===== src/sv/shac_pkg.sv =====
// ----------------------------------------------------------------------------
// shac_pkg: shared types and constants of the homing controller
// Action codes, status codes, beat and result types, register reset values.
// ----------------------------------------------------------------------------
package shac_pkg;

   localparam int unsigned HLIMIT_W  = 15;
   localparam int unsigned DEBOUNCE_W = 16;
   localparam int unsigned HSTEP_W   = 15;
   localparam int unsigned POS_W     = 16;
   localparam int unsigned STEPS_W   = 16;
   localparam int unsigned CSR_W     = 16;
   localparam int unsigned CSR_ADDR_W = 2;

   localparam logic [1:0] ACT_TICK     = 2'd0;
   localparam logic [1:0] ACT_MOVE     = 2'd1;
   localparam logic [1:0] ACT_SHUTDOWN = 2'd2;

   localparam logic [1:0] ST_BUSY  = 2'd0;
   localparam logic [1:0] ST_CLEAR = 2'd1;
   localparam logic [1:0] ST_READY = 2'd2;

   localparam logic [CSR_ADDR_W-1:0] REG_HEIGHT_LIMIT   = 2'd0;
   localparam logic [CSR_ADDR_W-1:0] REG_DEBOUNCE_TICKS = 2'd1;
   localparam logic [CSR_ADDR_W-1:0] REG_HOME_STEP      = 2'd2;

   localparam logic [HLIMIT_W-1:0]   HLIMIT_RST   = 15'd32766;
   localparam logic [DEBOUNCE_W-1:0] DEBOUNCE_RST = 16'd1000;
   localparam logic [HSTEP_W-1:0]    HSTEP_RST    = 15'd100;

   typedef struct packed {
      logic [1:0]       action;
      logic [POS_W-1:0] target_pos;
      logic             limit_switch_hit;
      logic             motor_arrived;
   } item_type;

   typedef struct packed {
      logic               motor_cmd_valid;
      logic [STEPS_W-1:0] motor_steps;
      logic [1:0]         status;
      logic               position_known;
      logic               outputs_off;
      logic               motor_off;
      logic               limit_led;
   } result_type;

endpackage


===== src/sv/shac_core.sv =====
// ----------------------------------------------------------------------------
// shac_core: axis state and per-beat step logic
// Holds the control registers and axis state; computes one result per beat
// and commits the state update when the beat fires.
// ----------------------------------------------------------------------------
module shac_core
   import shac_pkg::*;
(
   input  logic                  clock,
   input  logic                  reset,
   input  logic                  csr_we,
   input  logic [CSR_ADDR_W-1:0] csr_addr,
   input  logic [CSR_W-1:0]      csr_wdata,
   input  logic                  fire,
   input  item_type              item,
   output result_type            result
);

   typedef enum logic [2:0] {
      MODE_INIT,
      MODE_IDLE,
      MODE_HOME,
      MODE_DEBOUNCE,
      MODE_MOVE,
      MODE_MOVE_WAIT
   } mode_type;

   logic [HLIMIT_W-1:0]   hlimit_ff;
   logic [DEBOUNCE_W-1:0] dticks_ff;
   logic [HSTEP_W-1:0]    hstep_ff;

   mode_type              mode_ff, mode_in;
   logic [HLIMIT_W-1:0]   target_ff, target_in;
   logic [HLIMIT_W-1:0]   cur_ff, cur_in;
   logic                  homed_ff, homed_in;
   logic [DEBOUNCE_W-1:0] count_ff, count_in;
   logic [1:0]            status_ff, status_in;

   logic [DEBOUNCE_W-1:0] count_inc;

   assign count_inc = (count_ff == {DEBOUNCE_W{1'b1}}) ? count_ff : count_ff + 1'b1;

   always_comb begin
      mode_in   = mode_ff;
      target_in = target_ff;
      cur_in    = cur_ff;
      homed_in  = homed_ff;
      count_in  = count_ff;
      status_in = status_ff;
      result    = '0;
      result.limit_led = item.limit_switch_hit;
      case (item.action)
         ACT_MOVE: begin
            status_in = ST_CLEAR;
            if (item.target_pos == '0) begin
               target_in = '0;
               mode_in   = MODE_HOME;
            end else begin
               target_in = (item.target_pos < {1'b0, hlimit_ff}) ?
                           item.target_pos[HLIMIT_W-1:0] : hlimit_ff;
               mode_in   = MODE_MOVE;
            end
         end
         ACT_SHUTDOWN: begin
            result.motor_off = 1'b1;
            homed_in = 1'b0;
         end
         ACT_TICK: begin
            case (mode_ff)
               MODE_INIT: begin
                  result.outputs_off = 1'b1;
                  status_in = ST_CLEAR;
                  target_in = '0;
                  mode_in   = MODE_HOME;
               end
               MODE_HOME: begin
                  if (item.motor_arrived) begin
                     if (item.limit_switch_hit) begin
                        mode_in  = MODE_DEBOUNCE;
                        count_in = '0;
                     end else begin
                        result.motor_cmd_valid = 1'b1;
                        result.motor_steps = {{(STEPS_W-HSTEP_W){1'b0}}, hstep_ff};
                     end
                  end
               end
               MODE_DEBOUNCE: begin
                  count_in = count_inc;
                  if (count_inc >= dticks_ff) begin
                     result.motor_cmd_valid = 1'b1;
                     homed_in = 1'b1;
                     cur_in   = '0;
                     if (target_ff != '0) begin
                        mode_in = MODE_MOVE;
                     end else begin
                        mode_in   = MODE_IDLE;
                        status_in = ST_READY;
                     end
                  end else if (!item.limit_switch_hit) begin
                     mode_in = MODE_HOME;
                  end
               end
               MODE_MOVE: begin
                  if (!homed_ff) begin
                     mode_in = MODE_HOME;
                  end else if (target_ff == cur_ff) begin
                     mode_in   = MODE_IDLE;
                     status_in = ST_READY;
                  end else begin
                     result.motor_cmd_valid = 1'b1;
                     result.motor_steps = {1'b0, cur_ff} - {1'b0, target_ff};
                     mode_in = MODE_MOVE_WAIT;
                  end
               end
               MODE_MOVE_WAIT: begin
                  if (item.motor_arrived) begin
                     result.motor_cmd_valid = 1'b1;
                     cur_in    = target_ff;
                     mode_in   = MODE_IDLE;
                     status_in = ST_READY;
                  end
               end
               default: begin
               end
            endcase
         end
         default: begin
         end
      endcase
      result.status         = status_in;
      result.position_known = homed_in;
   end

   always_ff @(posedge clock) begin
      if (reset) begin
         hlimit_ff <= HLIMIT_RST;
         dticks_ff <= DEBOUNCE_RST;
         hstep_ff  <= HSTEP_RST;
      end else if (csr_we) begin
         case (csr_addr)
            REG_HEIGHT_LIMIT:   hlimit_ff <= csr_wdata[HLIMIT_W-1:0];
            REG_DEBOUNCE_TICKS: dticks_ff <= csr_wdata[DEBOUNCE_W-1:0];
            REG_HOME_STEP:      hstep_ff  <= csr_wdata[HSTEP_W-1:0];
            default: begin
            end
         endcase
      end
   end

   always_ff @(posedge clock) begin
      if (reset) begin
         mode_ff   <= MODE_INIT;
         target_ff <= '0;
         cur_ff    <= '0;
         homed_ff  <= 1'b0;
         count_ff  <= '0;
         status_ff <= ST_BUSY;
      end else if (fire) begin
         mode_ff   <= mode_in;
         target_ff <= target_in;
         cur_ff    <= cur_in;
         homed_ff  <= homed_in;
         count_ff  <= count_in;
         status_ff <= status_in;
      end
   end

endmodule


===== src/sv/stepper_axis_homing_controller.sv =====
// ----------------------------------------------------------------------------
// stepper_axis_homing_controller: elevator axis homing and move control
// A taken request beat is held in the request register; its result beat is
// captured in the result register when the beat fires. One beat per cycle
// unless the result side stalls. Synchronous active-high reset empties both
// stages, restores register defaults and puts the axis in init mode.
// ----------------------------------------------------------------------------
module stepper_axis_homing_controller
   import shac_pkg::*;
(
   input  logic                      clock,
   input  logic                      reset,
   input  logic                      req_valid,
   output logic                      req_ready,
   input  logic [1:0]                req_action,
   input  logic [POS_W-1:0]          req_target_pos,
   input  logic                      req_limit_switch_hit,
   input  logic                      req_motor_arrived,
   output logic                      rsp_valid,
   input  logic                      rsp_ready,
   output logic                      rsp_motor_cmd_valid,
   output logic signed [STEPS_W-1:0] rsp_motor_steps,
   output logic [1:0]                rsp_status,
   output logic                      rsp_position_known,
   output logic                      rsp_outputs_off,
   output logic                      rsp_motor_off,
   output logic                      rsp_limit_led,
   input  logic                      csr_we,
   input  logic [CSR_ADDR_W-1:0]     csr_addr,
   input  logic [CSR_W-1:0]          csr_wdata
);

   logic       s1_valid_ff;
   item_type   s1_item_ff;
   logic       rsp_valid_ff;
   result_type rsp_ff;
   result_type result;
   logic       out_en;
   logic       fire;

   assign out_en    = !rsp_valid_ff || rsp_ready;
   assign fire      = s1_valid_ff && out_en;
   assign req_ready = !s1_valid_ff || out_en;

   shac_core u_core (
      .clock     (clock),
      .reset     (reset),
      .csr_we    (csr_we),
      .csr_addr  (csr_addr),
      .csr_wdata (csr_wdata),
      .fire      (fire),
      .item      (s1_item_ff),
      .result    (result)
   );

   always_ff @(posedge clock) begin
      if (reset) begin
         s1_valid_ff  <= 1'b0;
         rsp_valid_ff <= 1'b0;
      end else begin
         if (req_ready) begin
            s1_valid_ff <= req_valid;
         end
         if (out_en) begin
            rsp_valid_ff <= s1_valid_ff;
         end
      end
   end

   always_ff @(posedge clock) begin
      if (req_valid && req_ready) begin
         s1_item_ff.action           <= req_action;
         s1_item_ff.target_pos       <= req_target_pos;
         s1_item_ff.limit_switch_hit <= req_limit_switch_hit;
         s1_item_ff.motor_arrived    <= req_motor_arrived;
      end
      if (fire) begin
         rsp_ff <= result;
      end
   end

   assign rsp_valid           = rsp_valid_ff;
   assign rsp_motor_cmd_valid = rsp_ff.motor_cmd_valid;
   assign rsp_motor_steps     = $signed(rsp_ff.motor_steps);
   assign rsp_status          = rsp_ff.status;
   assign rsp_position_known  = rsp_ff.position_known;
   assign rsp_outputs_off     = rsp_ff.outputs_off;
   assign rsp_motor_off       = rsp_ff.motor_off;
   assign rsp_limit_led       = rsp_ff.limit_led;

endmodule


===== config.mk =====
export PLATFORM = sky130hd
export DESIGN_NAME = stepper_axis_homing_controller
export DESIGN_NICKNAME = d
export VERILOG_FILES = /design/src/sv/shac_pkg.sv /design/src/sv/shac_core.sv /design/src/sv/stepper_axis_homing_controller.sv
export SDC_FILE = /design/constraint.sdc
export NUM_CORES = 1
export LEC_CHECK = 0
export BUFFER_PORTS_ARGS = -buffer_cell sky130_fd_sc_hd__buf_4
export CORE_ASPECT_RATIO = 0.9
export CORE_MARGIN = 2
export CORE_UTILIZATION = 47
export CTS_CLUSTER_SIZE = 25
export DETAILED_ROUTE_END_ITERATION = 8
export PLACE_DENSITY = 0.72
export SLEW_MARGIN = 20
export SYNTH_ARGS = -nofsm -noshare
export SYNTH_HDL_FRONTEND = slang
export SYNTH_SLANG_ARGS = --single-unit

===== constraint.sdc =====
create_clock -name clock -period 5.35 [get_ports clock]
set_input_delay 1.07 -clock clock [delete_from_list [all_inputs] [get_ports clock]]
set_output_delay 1.07 -clock clock [all_outputs]
set_load 0.05 [all_outputs]

==> out/qor.csv, run 1 <==
metric,value,unit
multi_input_combinational_cell_area,0.00380,sq mm
antenna-diode-count,0,
critPathMaxFanout,17,
finalHoldViolCount,0,
finClkSkew,0.0130,ns
tightestPinTransition,1.09,ns
yosysSeqAreaShare,44.3,%
fp.dieArea,0.0168,sq mm
share_of_the_synthesized_area_in_the_top_cell_type,26.9,%
cts_sinks,143,
critical_path.startpoint_type,flip-flop,
critPathArrivalTime,4.92,ns
grt_setup_unrepaired,false,
clockBufferDepth,2,
leakagePower,3.57,nW
detailedRoute.firstIterationViolations,567,
synth_largest_area_cell,sky130_fd_sc_hd__dfxtp_1,
maximum_number_of_pins_on_one_net_before_global_route_repair,79,
pre_cts_slack,0.773,ns
synth_seq_cells,143,
die_outline_height,123,um
postLayoutCellArea,0.00871,sq mm
clock-root-buffer,sky130_fd_sc_hd__clkbuf_16,
initial_utilization,48.2,%
synth_top_family_by_area,compound AO/OA/AOI/OAI gates,
min_period,4.60,ns
timing.hold.ws,0.454,ns
synth_compound_gate_area_share,19.6,%
initial_antenna_violation_count,0,
timing.final.setup_violations,0,
cts_tree,built,
crit_required,5.67,ns
pin_count,68,
critPathCaptureType,flip-flop,
utilization,56.4,%
post-cts-setup-buffers,0,
final_net_count,981,
status,"finished, final reports clean",
layout-drive-gt1-share,13.1,%
wirelength,17.4,mm
yosysWarningCount,0,
synth_enable_flop_cells,43,
final_max_slew_viol_count,0,
maxUsedRoutingLayer,met4,
detail_route.wirelength.met1,8.52,mm
xor_xnor_portion_of_the_synthesized_cell_area,2.24,%
route.met3.wl,1.25,mm
synth_top_cells_by_area,"sky130_fd_sc_hd__dfxtp_1, sky130_fd_sc_hd__edfxtp_1, sky130_fd_sc_hd__ha_1",
synthMostInstantiatedCell,sky130_fd_sc_hd__nand2_1,
design.core.area,0.0154,sq mm
first_pass_grt_wire_length,28.0,mm
synthesis.instances,839,
place.detailed.instances,1074,
row_count,43,
mappedNetlistNets,929,
post_synth_and_or_nand_nor_area_fraction,18.4,%
cts.clk_slew.worst_paths,0.06,ns
cts_repair_resize_count,0,
antenna_violating_nets_post_route,0,
dieWidth,137,um
synth_fa_ha_area_share,8.01,%
clk_latency,0.43,ns
route.detailed.vias_per_inst,5.62,
min_delay_worst_type,flip-flop to flip-flop,
synthesis.area_per_instance,8.86,sq um
iteration_count_of_the_initial_detailed_routing_pass,5,
place.gp.congestion,0.865,
grt-ovfl-total,0,
seqCellArea,0.00329,sq mm
met2_wirelength,7.49,mm
port-buffer-count,67,
setup_total_negative_slack,0,ns
number_of_global_route_vias_before_repair,5536,
slew_headroom,27.4,%
fmax,218,MHz
post_dp_hpwl,12.8,mm
post-route-worst-setup-slack,0.753,ns
power.density,306,mW/mm^2
synth_common_cells,"sky130_fd_sc_hd__nand2_1, sky130_fd_sc_hd__dfxtp_1, sky130_fd_sc_hd__a21oi_1, sky130_fd_sc_hd__inv_1, sky130_fd_sc_hd__o21ai_0",
type_of_the_worst_setup_path,flip-flop to flip-flop,
finalCritPeriodShare,85.9,%
fillerInstances,1392,
grt_usage,21.6,%
synth_cell_types,68,
synth_top_flop_cell,sky130_fd_sc_hd__dfxtp_1,
postPlaceCellArea,0.00809,sq mm
via_count,6212,
areaGrowthSynthToFinish,17.1,%
post-layout-total-power,2.67,mW
netlist_area_pre_place,0.00744,sq mm
maxCapViolations,0,
post_cts_hold_buffer_count,0,
drc,0,
cts_htree_levels,4,
ir_drop,0.239,mV
routed_wire_length_per_instance,15.8,um
layoutNonFillerInstCount,1106,
asyncSetResetFlopFracSynth,0,%
mux_contribution_to_synthesized_area,2.61,%
cts-buffers-inserted,17,
## kinds of logic after synthesis
family          count (synthesis)
mux                            19
fa+ha+maj                      47
flops                         143
compound gates                230
simple gates                  287
buf+inv                        94
xor+xnor                       19
## registers in the layout, indices dropped and copies added (netlist names), 2 cells and up
register / cells
rsp_motor_steps: 16
rsp_status: 2
s1_item_ff: 20
u_core.count_ff: 16
u_core.cur_ff: 15
u_core.dticks_ff: 16
u_core.hlimit_ff: 15
u_core.hstep_ff: 15
u_core.mode_ff: 3
u_core.status_ff: 2
u_core.target_ff: 15
## cell type report
class / count / share of cell area, %
clock buffers: 21 / 5.66
clock inverters: 11 / 1.44
inverters: 56 / 2.41
multi-input cells: 602 / 43.6
flip-flops and latches: 143 / 37.8
well taps: 202 / 2.90
repair buffers: 71 / 6.12
## power breakdown
| group | internal (mW) | switching [mW] |
|---|---|---|
| logic | 0.103 | 0.155 |
| registers | 1.15 | 0.0294 |
| clock network | 0.757 | 0.467 |
## critical path: stages (launching register included)
cell                       delay (ns)
sky130_fd_sc_hd__dfxtp_1         0.44
sky130_fd_sc_hd__and4_1          0.30
sky130_fd_sc_hd__nand4_1         0.41
sky130_fd_sc_hd__nor4_1          0.57
sky130_fd_sc_hd__nand3b_1        0.17
sky130_fd_sc_hd__o21a_1          0.15
sky130_fd_sc_hd__ha_1            0.29
sky130_fd_sc_hd__nand4_1         0.12
sky130_fd_sc_hd__nor3_2          0.25
sky130_fd_sc_hd__or4b_4          0.51
sky130_fd_sc_hd__and4b_1         0.41
sky130_fd_sc_hd__or4_4           0.59
sky130_fd_sc_hd__o31a_1          0.30
## worst paths after layout
check	from	to	slack (ns)	depth (start not counted)
hold / removal	u_core.dticks_ff[14]	u_core.dticks_ff[14]	0.45	2
hold reg to reg	u_core.dticks_ff[14]	u_core.dticks_ff[14]	0.45	2
setup reg to reg	u_core.count_ff[3]	u_core.status_ff[0]	0.75	12
setup / recovery	u_core.count_ff[3]	u_core.status_ff[0]	0.75	12
## per-layer routing
metal  track usage [%]  up-vias
met5                 0        -
met3              6.19       14
li1                  -     3132
met2              31.6      186
met4              6.38        0
met1              31.0     2880
## cell usage in the layout (no fill, tap or decap), drive strengths merged, types with 3 or more instances in the layout
cell type	synthesis	layout
a2111oi	4	4
a211o	23	23
a211oi	5	5
a21o	6	6
a21oi	79	79
a22o	7	7
a31oi	11	11
a32o	3	3
and2	3	3
and3	6	6
and4	5	5
buf	5	71
clkbuf	33	21
clkinv	0	4
dfxtp	100	100
edfxtp	43	43
ha	46	46
inv	56	60
mux2	3	3
mux2i	16	16
nand2	128	128
nand2b	10	10
nand3	14	14
nand3b	7	7
nand4	8	8
nor2	55	55
nor2b	5	5
nor3	13	13
nor4	13	13
o211ai	3	3
o21a	7	7
o21ai	56	56
o21bai	3	3
or3	5	5
or4	4	4
xnor2	12	12
xor2	7	7
Note: power is estimated with default switching activity, not from simulation.
==> run 2: changes to the inputs <==
- SYNTH_HIERARCHICAL: unset -> 1
==> run 2 against run 1 <==
Net effect: via count decreased by 2.4%; synthesized area fell by 0.37%; combinational power increased by 5%; synthesized cell count shrank 2.9%; power up 1.2%; worst setup slack improved by 0.47 ns; clock power is essentially flat; worst hold slack improved by 0.0020 ns; largest power group unchanged.
==> out/qor.csv, run 2 <==
metric,value,unit,change
cts_repair_resize_count,0,,unchanged
tightestPinTransition,1.02,ns,-0.0734 ns
post-cts-setup-buffers,0,,unchanged
grt-ovfl-total,0,,unchanged
clockBufferDepth,2,,unchanged
cts-buffers-inserted,17,,unchanged
via_count,6062,,-2.4%
cts_htree_levels,4,,unchanged
grt_usage,22.2,%,+0.55 points
yosysWarningCount,6,,+6
synth_cell_types,75,,+10%
critPathMaxFanout,15,,-2
port-buffer-count,67,,unchanged
synthesis.instances,815,,-2.9%
largest_register_ff_count,20,,unchanged
fp.dieArea,0.0168,sq mm,-0.36%
fillerInstances,1349,,-3.1%
cts.clk_slew.worst_paths,0.06,ns,about the same
synth_top_cells_by_area,"sky130_fd_sc_hd__dfxtp_1, sky130_fd_sc_hd__edfxtp_1, sky130_fd_sc_hd__ha_1",,
share_of_the_synthesized_area_in_the_top_cell_type,27.0,%,+0.10 points
drc,0,,unchanged
ir_drop,0.281,mV,+18%
detailedRoute.firstIterationViolations,548,,-3.4%
mostFrequentLayoutCell,sky130_fd_sc_hd__nand2_1,,
routed_wire_length_per_instance,16.2,um,+2.4%
synthesis.area_per_instance,9.09,sq um,+2.6%
place.detailed.instances,1051,,-2.1%
cts_tree,built,,
crit_required,5.72,ns,+0.05 ns
grt_setup_unrepaired,false,,
final_net_count,958,,-2.3%
dieWidth,136,um,-0.18%
post_dp_hpwl,13.1,mm,+2.5%
die_outline_height,123,um,-0.18%
initial_utilization,48.0,%,-0.18 points
critPathCaptureType,flip-flop,,
clock-root-buffer,sky130_fd_sc_hd__clkbuf_16,,
route.detailed.vias_per_inst,5.60,,-0.34%
post_cts_hold_buffer_count,0,,unchanged
maximum_number_of_pins_on_one_net_before_global_route_repair,42,,-47%
synthMostInstantiatedCell,sky130_fd_sc_hd__nand2_1,,
critPathArrivalTime,4.49,ns,-0.43 ns
cts_sinks,143,,unchanged
mappedNetlistNets,905,,-2.6%
final_cell_mix,"sky130_fd_sc_hd__nand2_1, sky130_fd_sc_hd__dfxtp_1, sky130_fd_sc_hd__buf_4",,
synth_top_flop_cell,sky130_fd_sc_hd__dfxtp_1,,
maxCapViolations,0,,unchanged
finalCritPeriodShare,77.1,%,-8.8 points
min_delay_worst_type,flip-flop to flip-flop,,
antenna_violating_nets_post_route,0,,unchanged
layoutNonFillerInstCount,1083,,-2.1%
power.density,312,mW/mm^2,+2.0%
min_period,4.12,ns,-0.473 ns
yosysSeqAreaShare,44.5,%,+0.16 points
finClkSkew,0.00690,ns,-0.00613 ns
number_of_global_route_vias_before_repair,5574,,+0.69%
wirelength,17.5,mm,+0.28%
first_pass_grt_wire_length,28.4,mm,+1.7%
design.core.area,0.0154,sq mm,unchanged
setup_total_negative_slack,0,ns,unchanged
layout-drive-gt1-share,14.3,%,+1.2 points
antenna-diode-count,0,,unchanged
asyncSetResetFlopFracSynth,0,%,unchanged
fmax,242,MHz,+11%
final_max_slew_viol_count,0,,unchanged
synth_common_cells,"sky130_fd_sc_hd__nand2_1, sky130_fd_sc_hd__dfxtp_1, sky130_fd_sc_hd__a21oi_1, sky130_fd_sc_hd__inv_1",,
leakagePower,3.52,nW,-1.3%
initial_antenna_violation_count,0,,unchanged
areaGrowthSynthToFinish,16.7,%,
synth_enable_flop_cells,43,,unchanged
row_count,43,,unchanged
netlist_area_pre_place,0.00741,sq mm,-0.37%
synth_seq_cells,143,,unchanged
status,"finished, final reports clean",,
max_flop_register,s1_item_ff,,
finalHoldViolCount,0,,unchanged
place.gp.congestion,0.907,,+4.8%
pin_count,68,,unchanged
type_of_the_worst_setup_path,flip-flop to flip-flop,,
slew_headroom,32.3,%,+4.9 points
clk_latency,0.43,ns,about the same
timing.final.setup_violations,0,,unchanged
synth_largest_area_cell,sky130_fd_sc_hd__dfxtp_1,,
iteration_count_of_the_initial_detailed_routing_pass,6,,+1
critical_path.startpoint_type,flip-flop,,
## run 2: layer usage
metal,GRT usage (%),up-vias,part of all wire (%)
met5,0,-,0
li1,-,3018,-
met3,5.29,22,6.6
met2,31.6,209,41
met4,6.71,0,1.6
met1,33.2,2813,51
## run 2: final timing paths
path	startpoint	endpoint	slack [ns]	depth (start not counted)
worst max-delay path	u_core/count_ff[3]	u_core/cur_ff[7]	1.23	14
worst min-delay path	u_core/dticks_ff[11]	u_core/dticks_ff[11]	0.46	2
worst max register to register	u_core/count_ff[3]	u_core/cur_ff[7]	1.23	14
worst min register to register	u_core/dticks_ff[11]	u_core/dticks_ff[11]	0.46	2
## run 2: final cells by class
class	instances	area, sq um	share of cell area (%)
inverters	55	206	2.39
clock buffers	18	450	5.21
well taps	202	253	2.92
flip-flops and latches	143	3290	38.1
multi-input cells	581	3740	43.2
clock inverters	14	178	2.06
repair buffers	70	526	6.08
## run 2: cell families (layout without fill, tap and decap cells)
| group | after synthesis | after routing | share of synthesized area [%] |
|---|---|---|---|
| flops | 143 | 143 | 44.5 |
| compound gates | 209 | 209 | 18.4 |
| fa+ha+maj | 47 | 47 | 8.04 |
| xor+xnor | 25 | 25 | 2.96 |
| mux | 18 | 18 | 2.47 |
| buf+inv | 91 | 157 | 5.17 |
| simple gates | 282 | 282 | 18.5 |
## run 2: worst max-delay path, stage by stage (launching register included)
cell	delay, ns
sky130_fd_sc_hd__dfxtp_1	0.49
sky130_fd_sc_hd__and4_4	0.32
sky130_fd_sc_hd__nand3_4	0.14
sky130_fd_sc_hd__nor3_2	0.36
sky130_fd_sc_hd__nor2_1	0.15
sky130_fd_sc_hd__nand2_1	0.13
sky130_fd_sc_hd__xnor2_1	0.13
sky130_fd_sc_hd__ha_1	0.29
sky130_fd_sc_hd__a211oi_1	0.24
sky130_fd_sc_hd__nand3_1	0.12
sky130_fd_sc_hd__a31o_2	0.24
sky130_fd_sc_hd__a211oi_2	0.33
sky130_fd_sc_hd__a211oi_1	0.09
sky130_fd_sc_hd__nor2_1	0.75
sky130_fd_sc_hd__a22o_1	0.27
## run 2: report_power, final
part,switching (mW),internal (mW)
Sequential,0.0291,1.15
Combinational,0.163,0.106
Clock,0.478,0.768
## run 2: stage by stage
| step | power, mW | instance area (sq um) | util [%] | setup WS, ns | hold slack, ns |
|---|---|---|---|---|---|
| after floorplan | 1.38 | 7410 | - | 2.01 | 0.436 |
| after global placement | 1.47 | 8020 | 51.9 | 1.41 | 0.445 |
| after detailed placement | 1.47 | 8020 | 51.9 | 1.34 | 0.450 |
| after CTS | 2.72 | 8640 | 56.0 | 1.28 | 0.458 |
| after global routing | 2.79 | 8640 | 56.0 | 0.882 | 0.478 |
| final | 2.70 | 8640 | 56.0 | 1.23 | 0.456 |
